===== src/rtl/mwr_pkg.sv =====
`default_nettype none

package mwr_pkg;

  localparam int DIM_W  = 13;
  localparam int MODE_W = 4;
  localparam int IDX_W  = 6;
  localparam int SIDE_W = 4;
  localparam int CNT_W  = 7;
  localparam int K_W    = 3;
  localparam int CFG_IDX_W = 2;

  localparam int MAX_WINDOWS = 64;
  localparam logic [CNT_W-1:0] CNT_MAX = CNT_W'(MAX_WINDOWS);

  localparam logic [DIM_W-1:0]  SCREEN_WIDTH_RST  = 13'd1920;
  localparam logic [DIM_W-1:0]  SCREEN_HEIGHT_RST = 13'd1080;
  localparam logic [MODE_W-1:0] LAYOUT_MODE_RST   = 4'd0;

  localparam logic [CFG_IDX_W-1:0] REG_SCREEN_WIDTH  = 2'd0;
  localparam logic [CFG_IDX_W-1:0] REG_SCREEN_HEIGHT = 2'd1;
  localparam logic [CFG_IDX_W-1:0] REG_LAYOUT_MODE   = 2'd2;

  localparam logic [MODE_W-1:0] MODE_G1   = 4'd0;
  localparam logic [MODE_W-1:0] MODE_G4   = 4'd1;
  localparam logic [MODE_W-1:0] MODE_G9   = 4'd2;
  localparam logic [MODE_W-1:0] MODE_G16  = 4'd3;
  localparam logic [MODE_W-1:0] MODE_BIG5 = 4'd4;
  localparam logic [MODE_W-1:0] MODE_BIG7 = 4'd5;
  localparam logic [MODE_W-1:0] MODE_PAIR = 4'd6;
  localparam logic [MODE_W-1:0] MODE_G25  = 4'd7;
  localparam logic [MODE_W-1:0] MODE_G36  = 4'd8;
  localparam logic [MODE_W-1:0] MODE_G49  = 4'd9;
  localparam logic [MODE_W-1:0] MODE_G64  = 4'd10;

  // decode: side, divider estimates, grid row
  typedef struct packed {
    logic [IDX_W-1:0]  idx;
    logic [MODE_W-1:0] mode;
    logic [DIM_W-1:0]  sw;
    logic [DIM_W-1:0]  sh;
    logic [SIDE_W-1:0] side;
    logic [SIDE_W-1:0] side_h;
    logic [CNT_W-1:0]  count;
    logic              hit;
    logic [DIM_W-1:0]  qw0;
    logic [DIM_W-1:0]  qh0;
    logic [IDX_W-1:0]  row;
  } s1_t;

  // cell size and per-window cell factors
  typedef struct packed {
    logic [DIM_W-1:0]  sw;
    logic [DIM_W-1:0]  sh;
    logic [DIM_W-1:0]  cw;
    logic [DIM_W-1:0]  ch;
    logic [SIDE_W-1:0] side;
    logic [SIDE_W-1:0] ko;
    logic [K_W-1:0]    kx;
    logic [K_W-1:0]    ky;
    logic [K_W-1:0]    kw;
    logic [K_W-1:0]    kh;
    logic              hit;
  } s2_t;

  // scaled products
  typedef struct packed {
    logic [DIM_W-1:0] sw;
    logic [DIM_W-1:0] sh;
    logic [DIM_W-1:0] cws;
    logic [DIM_W-1:0] chs;
    logic [DIM_W-1:0] px;
    logic [DIM_W-1:0] py;
    logic [DIM_W-1:0] pw;
    logic [DIM_W-1:0] ph;
    logic             hit;
  } s3_t;

  typedef struct packed {
    logic [DIM_W-1:0] x;
    logic [DIM_W-1:0] y;
    logic [DIM_W-1:0] w;
    logic [DIM_W-1:0] h;
    logic             in_layout;
  } rect_t;

  function automatic logic [SIDE_W-1:0] grid_side(input logic [MODE_W-1:0] mode);
    logic [SIDE_W-1:0] s;
    unique case (mode)
      MODE_G1:   s = 4'd1;
      MODE_G4:   s = 4'd2;
      MODE_G9:   s = 4'd3;
      MODE_G16:  s = 4'd4;
      MODE_BIG5: s = 4'd3;
      MODE_BIG7: s = 4'd4;
      MODE_PAIR: s = 4'd2;
      MODE_G25:  s = 4'd5;
      MODE_G36:  s = 4'd6;
      MODE_G49:  s = 4'd7;
      MODE_G64:  s = 4'd8;
      default:   s = 4'd0;
    endcase
    return s;
  endfunction

  function automatic logic [CNT_W-1:0] win_count(input logic [MODE_W-1:0] mode);
    logic [CNT_W-1:0] c;
    unique case (mode)
      MODE_G1:   c = 7'd1;
      MODE_G4:   c = 7'd4;
      MODE_G9:   c = 7'd9;
      MODE_G16:  c = 7'd16;
      MODE_BIG5: c = 7'd6;
      MODE_BIG7: c = 7'd8;
      MODE_PAIR: c = 7'd2;
      MODE_G25:  c = 7'd25;
      MODE_G36:  c = 7'd36;
      MODE_G49:  c = 7'd49;
      MODE_G64:  c = 7'd64;
      default:   c = 7'd0;
    endcase
    return c;
  endfunction

  // floor(2^16 / side): estimate is exact or one short for 13-bit dividends
  function automatic logic [16:0] recip16(input logic [SIDE_W-1:0] side);
    logic [16:0] r;
    unique case (side)
      4'd1:    r = 17'd65536;
      4'd2:    r = 17'd32768;
      4'd3:    r = 17'd21845;
      4'd4:    r = 17'd16384;
      4'd5:    r = 17'd13107;
      4'd6:    r = 17'd10922;
      4'd7:    r = 17'd9362;
      4'd8:    r = 17'd8192;
      default: r = 17'd0;
    endcase
    return r;
  endfunction

  // ceil(2^9 / side): exact quotient for 6-bit dividends
  function automatic logic [9:0] recip9(input logic [SIDE_W-1:0] side);
    logic [9:0] r;
    unique case (side)
      4'd1:    r = 10'd512;
      4'd2:    r = 10'd256;
      4'd3:    r = 10'd171;
      4'd4:    r = 10'd128;
      4'd5:    r = 10'd103;
      4'd6:    r = 10'd86;
      4'd7:    r = 10'd74;
      4'd8:    r = 10'd64;
      default: r = 10'd0;
    endcase
    return r;
  endfunction

endpackage

`default_nettype wire


===== src/rtl/mwr_if.sv =====
`default_nettype none

interface mwr_in_if;
  logic                     valid;
  logic                     ready;
  logic [mwr_pkg::IDX_W-1:0] window_index;

  modport source (output valid, output window_index, input ready);
  modport sink   (input valid, input window_index, output ready);
endinterface

interface mwr_out_if;
  logic                     valid;
  logic                     ready;
  logic [mwr_pkg::DIM_W-1:0] rect_x;
  logic [mwr_pkg::DIM_W-1:0] rect_y;
  logic [mwr_pkg::DIM_W-1:0] rect_width;
  logic [mwr_pkg::DIM_W-1:0] rect_height;
  logic                     in_layout;

  modport source (output valid, output rect_x, output rect_y, output rect_width,
                  output rect_height, output in_layout, input ready);
  modport sink   (input valid, input rect_x, input rect_y, input rect_width,
                  input rect_height, input in_layout, output ready);
endinterface

`default_nettype wire


===== src/rtl/mwr_decode.sv =====
`default_nettype none

module mwr_decode (
  input  wire logic                      clk,
  input  wire logic                      rst_n,
  input  wire logic                      en,
  input  wire logic                      v_in,
  input  wire logic [mwr_pkg::IDX_W-1:0]  idx,
  input  wire logic [mwr_pkg::MODE_W-1:0] mode,
  input  wire logic [mwr_pkg::DIM_W-1:0]  sw,
  input  wire logic [mwr_pkg::DIM_W-1:0]  sh,
  output logic                           v_r,
  output mwr_pkg::s1_t                   s1_r
);
  import mwr_pkg::*;

  s1_t              s1_nxt;
  logic [CNT_W-1:0] wc;
  logic [29:0]      pw;
  logic [29:0]      ph;
  logic [15:0]      pr;

  always_comb begin
    s1_nxt.idx    = idx;
    s1_nxt.mode   = mode;
    s1_nxt.sw     = sw;
    s1_nxt.sh     = sh;
    s1_nxt.side   = grid_side(mode);
    s1_nxt.side_h = (mode == MODE_PAIR) ? 4'd2 : s1_nxt.side;
    wc            = win_count(mode);
    s1_nxt.count  = (wc > CNT_MAX) ? CNT_MAX : wc;
    s1_nxt.hit    = (s1_nxt.side != '0) && ({1'b0, idx} < s1_nxt.count);
    pw            = 30'(sw) * 30'(recip16(s1_nxt.side));
    ph            = 30'(sh) * 30'(recip16(s1_nxt.side_h));
    pr            = 16'(idx) * 16'(recip9(s1_nxt.side));
    s1_nxt.qw0    = pw[28:16];
    s1_nxt.qh0    = ph[28:16];
    s1_nxt.row    = pr[14:9];
  end

  always_ff @(posedge clk) begin
    if (!rst_n) begin
      v_r <= 1'b0;
    end else if (en) begin
      v_r <= v_in;
    end
  end

  always_ff @(posedge clk) begin
    if (en) begin
      s1_r <= s1_nxt;
    end
  end

endmodule

`default_nettype wire


===== src/rtl/mwr_divfix.sv =====
`default_nettype none

module mwr_divfix (
  input  wire logic         clk,
  input  wire logic         rst_n,
  input  wire logic         en,
  input  wire logic         v_in,
  input  wire mwr_pkg::s1_t s1,
  output logic              v_r,
  output mwr_pkg::s2_t      s2_r
);
  import mwr_pkg::*;

  s2_t              s2_nxt;
  logic [16:0]      qsw;
  logic [16:0]      qsh;
  logic [DIM_W-1:0] rw;
  logic [DIM_W-1:0] rh;
  logic [DIM_W-1:0] qw;
  logic [DIM_W-1:0] qh;
  logic [9:0]       rs;
  logic [IDX_W-1:0] col;
  logic [CNT_W-1:0] first_bottom;
  logic [IDX_W-1:0] kb;
  logic [SIDE_W-1:0] sm1;

  always_comb begin
    // one-step correction of the reciprocal estimates
    qsw = 17'(s1.qw0) * 17'(s1.side);
    qsh = 17'(s1.qh0) * 17'(s1.side_h);
    rw  = s1.sw - qsw[DIM_W-1:0];
    rh  = s1.sh - qsh[DIM_W-1:0];
    qw  = s1.qw0 + DIM_W'(rw >= DIM_W'(s1.side));
    qh  = s1.qh0 + DIM_W'(rh >= DIM_W'(s1.side_h));

    rs  = 10'(s1.row) * 10'(s1.side);
    col = s1.idx - rs[IDX_W-1:0];
    sm1 = s1.side - 4'd1;
    first_bottom = s1.count - CNT_W'(s1.side);
    kb  = s1.idx + IDX_W'(s1.side) - s1.count[IDX_W-1:0];

    s2_nxt.sw   = s1.sw;
    s2_nxt.sh   = s1.sh;
    s2_nxt.cw   = {qw[DIM_W-1:4], 4'b0};
    s2_nxt.ch   = {qh[DIM_W-1:1], 1'b0};
    s2_nxt.side = s1.side;
    s2_nxt.ko   = (s1.mode == MODE_PAIR) ? 4'd1 : s1.side;
    s2_nxt.hit  = s1.hit;
    s2_nxt.kw   = 3'd1;
    s2_nxt.kh   = 3'd1;

    priority if (s1.mode == MODE_PAIR) begin
      s2_nxt.kx = s1.idx[K_W-1:0];
      s2_nxt.ky = '0;
    end else if (s1.mode == MODE_BIG5 || s1.mode == MODE_BIG7) begin
      priority if (s1.idx == '0) begin
        s2_nxt.kx = '0;
        s2_nxt.ky = '0;
        s2_nxt.kw = sm1[K_W-1:0];
        s2_nxt.kh = sm1[K_W-1:0];
      end else if ({1'b0, s1.idx} >= first_bottom) begin
        s2_nxt.kx = kb[K_W-1:0];
        s2_nxt.ky = sm1[K_W-1:0];
      end else begin
        s2_nxt.kx = sm1[K_W-1:0];
        s2_nxt.ky = K_W'(s1.idx - 6'd1);
      end
    end else begin
      s2_nxt.kx = col[K_W-1:0];
      s2_nxt.ky = s1.row[K_W-1:0];
    end
  end

  always_ff @(posedge clk) begin
    if (!rst_n) begin
      v_r <= 1'b0;
    end else if (en) begin
      v_r <= v_in;
    end
  end

  always_ff @(posedge clk) begin
    if (en) begin
      s2_r <= s2_nxt;
    end
  end

endmodule

`default_nettype wire


===== src/rtl/mwr_scale.sv =====
`default_nettype none

module mwr_scale (
  input  wire logic         clk,
  input  wire logic         rst_n,
  input  wire logic         en,
  input  wire logic         v_in,
  input  wire mwr_pkg::s2_t s2,
  output logic              v_r,
  output mwr_pkg::s3_t      s3_r
);
  import mwr_pkg::*;

  s3_t         s3_nxt;
  logic [16:0] cws;
  logic [16:0] chs;
  logic [15:0] px;
  logic [15:0] py;
  logic [15:0] pw;
  logic [15:0] ph;

  always_comb begin
    cws = 17'(s2.cw) * 17'(s2.side);
    chs = 17'(s2.ch) * 17'(s2.ko);
    px  = 16'(s2.cw) * 16'(s2.kx);
    py  = 16'(s2.ch) * 16'(s2.ky);
    pw  = 16'(s2.cw) * 16'(s2.kw);
    ph  = 16'(s2.ch) * 16'(s2.kh);
    s3_nxt.sw  = s2.sw;
    s3_nxt.sh  = s2.sh;
    s3_nxt.cws = cws[DIM_W-1:0];
    s3_nxt.chs = chs[DIM_W-1:0];
    s3_nxt.px  = px[DIM_W-1:0];
    s3_nxt.py  = py[DIM_W-1:0];
    s3_nxt.pw  = pw[DIM_W-1:0];
    s3_nxt.ph  = ph[DIM_W-1:0];
    s3_nxt.hit = s2.hit;
  end

  always_ff @(posedge clk) begin
    if (!rst_n) begin
      v_r <= 1'b0;
    end else if (en) begin
      v_r <= v_in;
    end
  end

  always_ff @(posedge clk) begin
    if (en) begin
      s3_r <= s3_nxt;
    end
  end

endmodule

`default_nettype wire


===== src/rtl/mwr_place.sv =====
`default_nettype none

module mwr_place (
  input  wire logic         clk,
  input  wire logic         rst_n,
  input  wire logic         en,
  input  wire logic         v_in,
  input  wire mwr_pkg::s3_t s3,
  output logic              v_r,
  output mwr_pkg::rect_t    rect_r
);
  import mwr_pkg::*;

  rect_t            rect_nxt;
  logic [DIM_W-1:0] xd;
  logic [DIM_W-1:0] yd;
  logic [DIM_W-1:0] xo;
  logic [DIM_W-1:0] yo;

  always_comb begin
    // centring margin halved, then aligned down to 2
    xd = s3.sw - s3.cws;
    yd = s3.sh - s3.chs;
    xo = {1'b0, xd[DIM_W-1:2], 1'b0};
    yo = {1'b0, yd[DIM_W-1:2], 1'b0};
    if (s3.hit) begin
      rect_nxt.x = s3.px + xo;
      rect_nxt.y = s3.py + yo;
      rect_nxt.w = s3.pw;
      rect_nxt.h = s3.ph;
    end else begin
      rect_nxt.x = '0;
      rect_nxt.y = '0;
      rect_nxt.w = '0;
      rect_nxt.h = '0;
    end
    rect_nxt.in_layout = s3.hit;
  end

  always_ff @(posedge clk) begin
    if (!rst_n) begin
      v_r <= 1'b0;
    end else if (en) begin
      v_r <= v_in;
    end
  end

  always_ff @(posedge clk) begin
    if (en) begin
      rect_r <= rect_nxt;
    end
  end

endmodule

`default_nettype wire


===== src/rtl/mosaic_window_rect.sv =====
// Mosaic window placement: for each window index word on in_win the block
// returns the screen rectangle of that window (x, y, width, height) and an
// in_layout flag for the layout held in the configuration registers. One
// index is taken every clock cycle unless a stall on out_rect backs up to
// the input, and its result passes through four register stages: decode with
// reciprocal divide estimates, quotient correction and cell factors, cell
// scaling products, and centring plus the output register. Each stage holds
// its word only while the stage after it is full and stalled, so bubbles are
// squeezed out and the input keeps taking words while a finished result waits
// on out_rect. Indices outside the layout return zeros with in_layout low.
// Write the configuration registers only while no word is in flight.
`default_nettype none

module mosaic_window_rect (
  input  wire logic                         clk,
  input  wire logic                         rst_n,
  input  wire logic                         cfg_we,
  input  wire logic [mwr_pkg::CFG_IDX_W-1:0] cfg_index,
  input  wire logic [mwr_pkg::DIM_W-1:0]     cfg_wdata,
  mwr_in_if.sink                            in_win,
  mwr_out_if.source                         out_rect
);
  import mwr_pkg::*;

  logic [DIM_W-1:0]  screen_width_r;
  logic [DIM_W-1:0]  screen_height_r;
  logic [MODE_W-1:0] layout_mode_r;

  logic  v1_r, v2_r, v3_r, v4_r;
  logic  en1, en2, en3, en4;
  s1_t   s1_r;
  s2_t   s2_r;
  s3_t   s3_r;
  rect_t rect_r;

  // configuration registers; writes past the list are dropped
  always_ff @(posedge clk) begin
    if (!rst_n) begin
      screen_width_r  <= SCREEN_WIDTH_RST;
      screen_height_r <= SCREEN_HEIGHT_RST;
      layout_mode_r   <= LAYOUT_MODE_RST;
    end else if (cfg_we) begin
      unique case (cfg_index)
        REG_SCREEN_WIDTH:  screen_width_r  <= cfg_wdata;
        REG_SCREEN_HEIGHT: screen_height_r <= cfg_wdata;
        REG_LAYOUT_MODE:   layout_mode_r   <= cfg_wdata[MODE_W-1:0];
        default: ;
      endcase
    end
  end

  // a stage may load when it is empty or its word moves on this cycle
  assign en4 = !v4_r || out_rect.ready;
  assign en3 = !v3_r || en4;
  assign en2 = !v2_r || en3;
  assign en1 = !v1_r || en2;
  assign in_win.ready = en1;

  mwr_decode u_decode (
    .clk   (clk),
    .rst_n (rst_n),
    .en    (en1),
    .v_in  (in_win.valid),
    .idx   (in_win.window_index),
    .mode  (layout_mode_r),
    .sw    (screen_width_r),
    .sh    (screen_height_r),
    .v_r   (v1_r),
    .s1_r  (s1_r)
  );

  mwr_divfix u_divfix (
    .clk   (clk),
    .rst_n (rst_n),
    .en    (en2),
    .v_in  (v1_r),
    .s1    (s1_r),
    .v_r   (v2_r),
    .s2_r  (s2_r)
  );

  mwr_scale u_scale (
    .clk   (clk),
    .rst_n (rst_n),
    .en    (en3),
    .v_in  (v2_r),
    .s2    (s2_r),
    .v_r   (v3_r),
    .s3_r  (s3_r)
  );

  mwr_place u_place (
    .clk    (clk),
    .rst_n  (rst_n),
    .en     (en4),
    .v_in   (v3_r),
    .s3     (s3_r),
    .v_r    (v4_r),
    .rect_r (rect_r)
  );

  // drive the result word straight from the output register
  assign out_rect.valid       = v4_r;
  assign out_rect.rect_x      = rect_r.x;
  assign out_rect.rect_y      = rect_r.y;
  assign out_rect.rect_width  = rect_r.w;
  assign out_rect.rect_height = rect_r.h;
  assign out_rect.in_layout   = rect_r.in_layout;

endmodule

`default_nettype wire

===== src/flat_wrapper.sv =====
// flat-port wrapper written by rule: the top's interface ports become plain ports
module mosaic_window_rect_flat import mwr_pkg::*;
  (clk, rst_n, cfg_we, cfg_index, cfg_wdata, in_win_valid, in_win_window_index, in_win_ready, out_rect_valid, out_rect_rect_x, out_rect_rect_y, out_rect_rect_width, out_rect_rect_height, out_rect_in_layout, out_rect_ready);
  mwr_in_if in_win_i ();
  mwr_out_if out_rect_i ();
  input  wire logic clk;
  input  wire logic rst_n;
  input  wire logic cfg_we;
  input  wire logic [mwr_pkg::CFG_IDX_W-1:0] cfg_index;
  input  wire logic [mwr_pkg::DIM_W-1:0] cfg_wdata;
  input wire logic [$bits(in_win_i.valid)-1:0] in_win_valid;
  input wire logic [$bits(in_win_i.window_index)-1:0] in_win_window_index;
  output wire logic [$bits(in_win_i.ready)-1:0] in_win_ready;
  output wire logic [$bits(out_rect_i.valid)-1:0] out_rect_valid;
  output wire logic [$bits(out_rect_i.rect_x)-1:0] out_rect_rect_x;
  output wire logic [$bits(out_rect_i.rect_y)-1:0] out_rect_rect_y;
  output wire logic [$bits(out_rect_i.rect_width)-1:0] out_rect_rect_width;
  output wire logic [$bits(out_rect_i.rect_height)-1:0] out_rect_rect_height;
  output wire logic [$bits(out_rect_i.in_layout)-1:0] out_rect_in_layout;
  input wire logic [$bits(out_rect_i.ready)-1:0] out_rect_ready;
  assign in_win_i.valid = in_win_valid;
  assign in_win_i.window_index = in_win_window_index;
  assign in_win_ready = in_win_i.ready;
  assign out_rect_valid = out_rect_i.valid;
  assign out_rect_rect_x = out_rect_i.rect_x;
  assign out_rect_rect_y = out_rect_i.rect_y;
  assign out_rect_rect_width = out_rect_i.rect_width;
  assign out_rect_rect_height = out_rect_i.rect_height;
  assign out_rect_in_layout = out_rect_i.in_layout;
  assign out_rect_i.ready = out_rect_ready;
  mosaic_window_rect u_core (.clk(clk), .rst_n(rst_n), .cfg_we(cfg_we), .cfg_index(cfg_index), .cfg_wdata(cfg_wdata), .in_win(in_win_i), .out_rect(out_rect_i));
endmodule

===== config.mk =====
export PLATFORM = sky130hd
export DESIGN_NAME = mosaic_window_rect_flat
export DESIGN_NICKNAME = d
export VERILOG_FILES = /design/src/rtl/mwr_pkg.sv /design/src/rtl/mwr_if.sv /design/src/rtl/mwr_decode.sv /design/src/rtl/mwr_divfix.sv /design/src/rtl/mwr_scale.sv /design/src/rtl/mwr_place.sv /design/src/rtl/mosaic_window_rect.sv /design/src/flat_wrapper.sv
export SDC_FILE = /design/constraint.sdc
export NUM_CORES = 2
export LEC_CHECK = 0
export ABC_AREA = 0
export ABC_CLOCK_PERIOD_IN_PS = 11200
export BUFFER_PORTS_ARGS = -buffer_cell sky130_fd_sc_hd__buf_4
export CAP_MARGIN = 20
export CORE_ASPECT_RATIO = 2
export CORE_MARGIN = 8
export CORE_UTILIZATION = 29
export CTS_BUF_LIST = sky130_fd_sc_hd__clkbuf_8
export DETAILED_ROUTE_END_ITERATION = 12
export GPL_ROUTABILITY_DRIVEN = 0
export GPL_TIMING_DRIVEN = 0
export PLACE_DENSITY = 0.48
export SYNTH_ARGS = -nofsm -noshare
export SYNTH_HDL_FRONTEND = slang
export SYNTH_SLANG_ARGS = --single-unit

===== constraint.sdc =====
create_clock -name clk -period 11.2 [get_ports clk]
set_input_delay 1.68 -clock clk [delete_from_list [all_inputs] [get_ports clk]]
set_output_delay 1.68 -clock clk [all_outputs]
set_load 0.02 [all_outputs]

==> metrics.txt <==
status complete, no violations; Hold Slack 405.0 ps; DRC 0; GRT Max-Usage Layer met2; Root Driver clkbuf_8; Crit Path Class flip-flop to flip-flop; core area 121,200 um2; vias 23,952; cell mode on critical path inv_1; Area growth syn-to-layout 10.48%; antenna violations before repair 2; met1 Track Usage GR 15.68%; post-synthesis register bit count 320; Async S/R FF share, synth 0%; P_leak 18.79 nW; post-route minimum period 8243 ps; clock-pin slew on the worst setup and hold paths 70 ps; Slew Viols, Final 0; Pwr Density 163.9 nW/um2; # nets final 4,574; Post-DP HPWL 72,390 um; Die ar. 133,900 um2; # setup viols final 0; initial DRC count 1,085; Remaining Overflow, GRT 0; vias in the first global route 25,857; clock buffer depth 3; Setup crit start kind flip-flop; CTS buffer count 56; mapped cell area 35,340 um2; Setup Fix Bufs, Post-CTS 0; Die Span Y 509.7 um; Slew @ Worst Pin 991.9 ps; Total GRT Usage 13.00%; GRT met3 Usage 1.804%; Arr. time, crit path 8640 ps; Initial Util 29.16%; Setup TNS 0 ps; Post-DRT Antenna Nets 0; I/O Pins 81; RSZ-0062 raised after global routing false; critical path data required time 11,590 ps; Post-synth top cells inv_1, nand2_1, fa_1; Warnings, synthesis 0; skew final 41.23 ps; CTS tree yes; port buffer count 73; clk_lat worst skew 680 ps; EDFF count, synth 276; number of max-cap violations 0; Peak Freq 0.1213 GHz; layout cells sized above 1 5.271%; CP peak stage delay 550 ps; VDD IR max 0.08101 mV; count leader, synth inv_1; post_cts resized 0; critical path peak fanout 10; share of the synthesized area in the top cell type 27.25%; met2 Use GR 23.62%; Num Clock Sinks 320; largest net degree at the start of global routing 60; Yosys cell types 84; Row Count 181; Post-Route WL 86,920 um; area leader, netlist fa_1; Mapped Cells 3,607; Final Hold Viols 0; syn avg cell area 9.796 um2; vias per std cell 4.477; final core utilization 32.22%; prevailing post-synth register cell edfxtp_1; wire length per cell 16.25 um; chip width 262.8 um; CTS hold repair buffers 0; sequential area share after synthesis 25.95%; headroom to the max-slew limit 33.87%; Worst Hold Class flip-flop to flip-flop; first-pass detailed-route iteration total 5; Tcrit/Tclk final 73.59%; Area contributors post-synth fa_1, edfxtp_1, ha_1; first-pass GRT wire length 139,500 um; crit path capture type flip-flop; Slowest cell on crit path dfxtp_1; CTS HTree Levels 2
==> routing by layer <==
| layer | wire length (um) | up-vias |
|---|---|---|
| met5 | 0 | - |
| li1 | - | 11544 |
| met1 | 37020 | 11816 |
| met3 | 3317 | 150 |
| met4 | 2969 | 0 |
| met2 | 43610 | 442 |
==> state kept, by name (all words and copies together) (netlist names) <==
register	flops
u_core.u_decode.s1_r	81
u_core.u_scale.s3_r	87
u_core.u_place.v_r	1
u_core.u_decode.wc	7
u_core.u_decode.s1_nxt	3
u_core.u_divfix.v_r	1
u_core.screen_width_r	13
u_core.u_scale.v_r	1
u_core.layout_mode_r	4
u_core.u_place.rect_r	46
u_core.screen_height_r	13
u_core.u_divfix.s2_r	62
u_core.u_decode.v_r	1
==> final timing paths <==
kind,from,end,slack [ps],cells after the start
worst min-delay path,u_core.u_divfix.s2_r[64],u_core.u_scale.s3_r[96],410,0
worst max-delay path,u_core.u_decode.s1_nxt[44],u_core.u_decode.s1_r[17],2960,25
worst max register to register,u_core.u_decode.s1_nxt[44],u_core.u_decode.s1_r[17],2960,25
worst min register to register,u_core.u_divfix.s2_r[64],u_core.u_scale.s3_r[96],410,0
==> power by group <==
group / leakage [nW] / total (mW) / switching [mW] / internal, mW
Clock: 0.614 / 1.07 / 0.519 / 0.549
Combinational: 14.7 / 3.53 / 2.01 / 1.52
Sequential: 3.47 / 1.81 / 0.161 / 1.64
==> cells in the final DEF, fill, tap and decap left out, types with 7 or more instances in the layout <==
cell      Yosys  layout
clkbuf_8      0      57
clkinv_2      0      11
nand4_1      12      12
nand2b_1     25      25
buf_4         7      80
and3_1       59      59
and2_1      215     215
conb_1        1       7
a21boi_0     24      24
nand2_1     531     529
nor3_1       25      25
a211oi_1     16      16
xor2_1       50      50
ha_1        320     320
xnor2_1     145     145
edfxtp_1    276     276
o21ai_0      50      50
fa_1        481     481
o211ai_1      8       8
nor2_1       73      73
nor2b_1      21      21
o21bai_1     28      28
mux2i_1       8       8
nand3_1      33      33
a21oi_1     108     108
a21o_1       38      38
o21a_1       12      12
inv_1       773     787
dfxtp_1      44      44
clkbuf_1    116     116
clkinv_1      0      11
==> metrics by stage <==
step	instance area, um2	power, mW	worst slack [ps]	cells
CTS	39040	6.516	2958	5349
detailed placement	37940	5.388	3028	5244
floorplan	35360	4.494	4679	3613
global route	39040	7.017	2549	5350
global placement	37850	5.322	3020	5241
finish	39040	6.400	2957	5350
==> worst max-delay path: cells and delay by family (launching register included) <==
kind / cells / cell delay (ps)
fa+ha+maj: 7 / 2940
simple gates: 3 / 1120
xor+xnor: 1 / 100
buf+inv: 7 / 1210
flops: 1 / 550
compound gates: 7 / 2040
==> area by class of cell <==
cell class,instances,area (um2)
clock inverter,48,310.3
inverter,773,2902
timing repair buffer,76,623.1
clock buffer,57,784.5
sequential,320,9169
multi-input combinational,2389,22770
buffer,131,529.3
tap,1555,1946
antenna,1,2.502
fill,12581,82120
==> cells by family (layout without fill, tap and decap cells) <==
logic type | after synthesis | count (layout) | synth area share (%)
buffers and inverters | 904 | 1085 | 9.709
DFF | 320 | 320 | 25.95
other | 1 | 8 | 0.01061
and+or+nand+nor | 1030 | 1030 | 13.95
AOI/OAI and AO/OA | 347 | 347 | 6.700
adders and majority gates | 801 | 801 | 38.58
muxes | 9 | 9 | 0.2656
xor gates and xnor gates | 195 | 195 | 4.833
No activity file was read; power rests on OpenSTA's default activity.
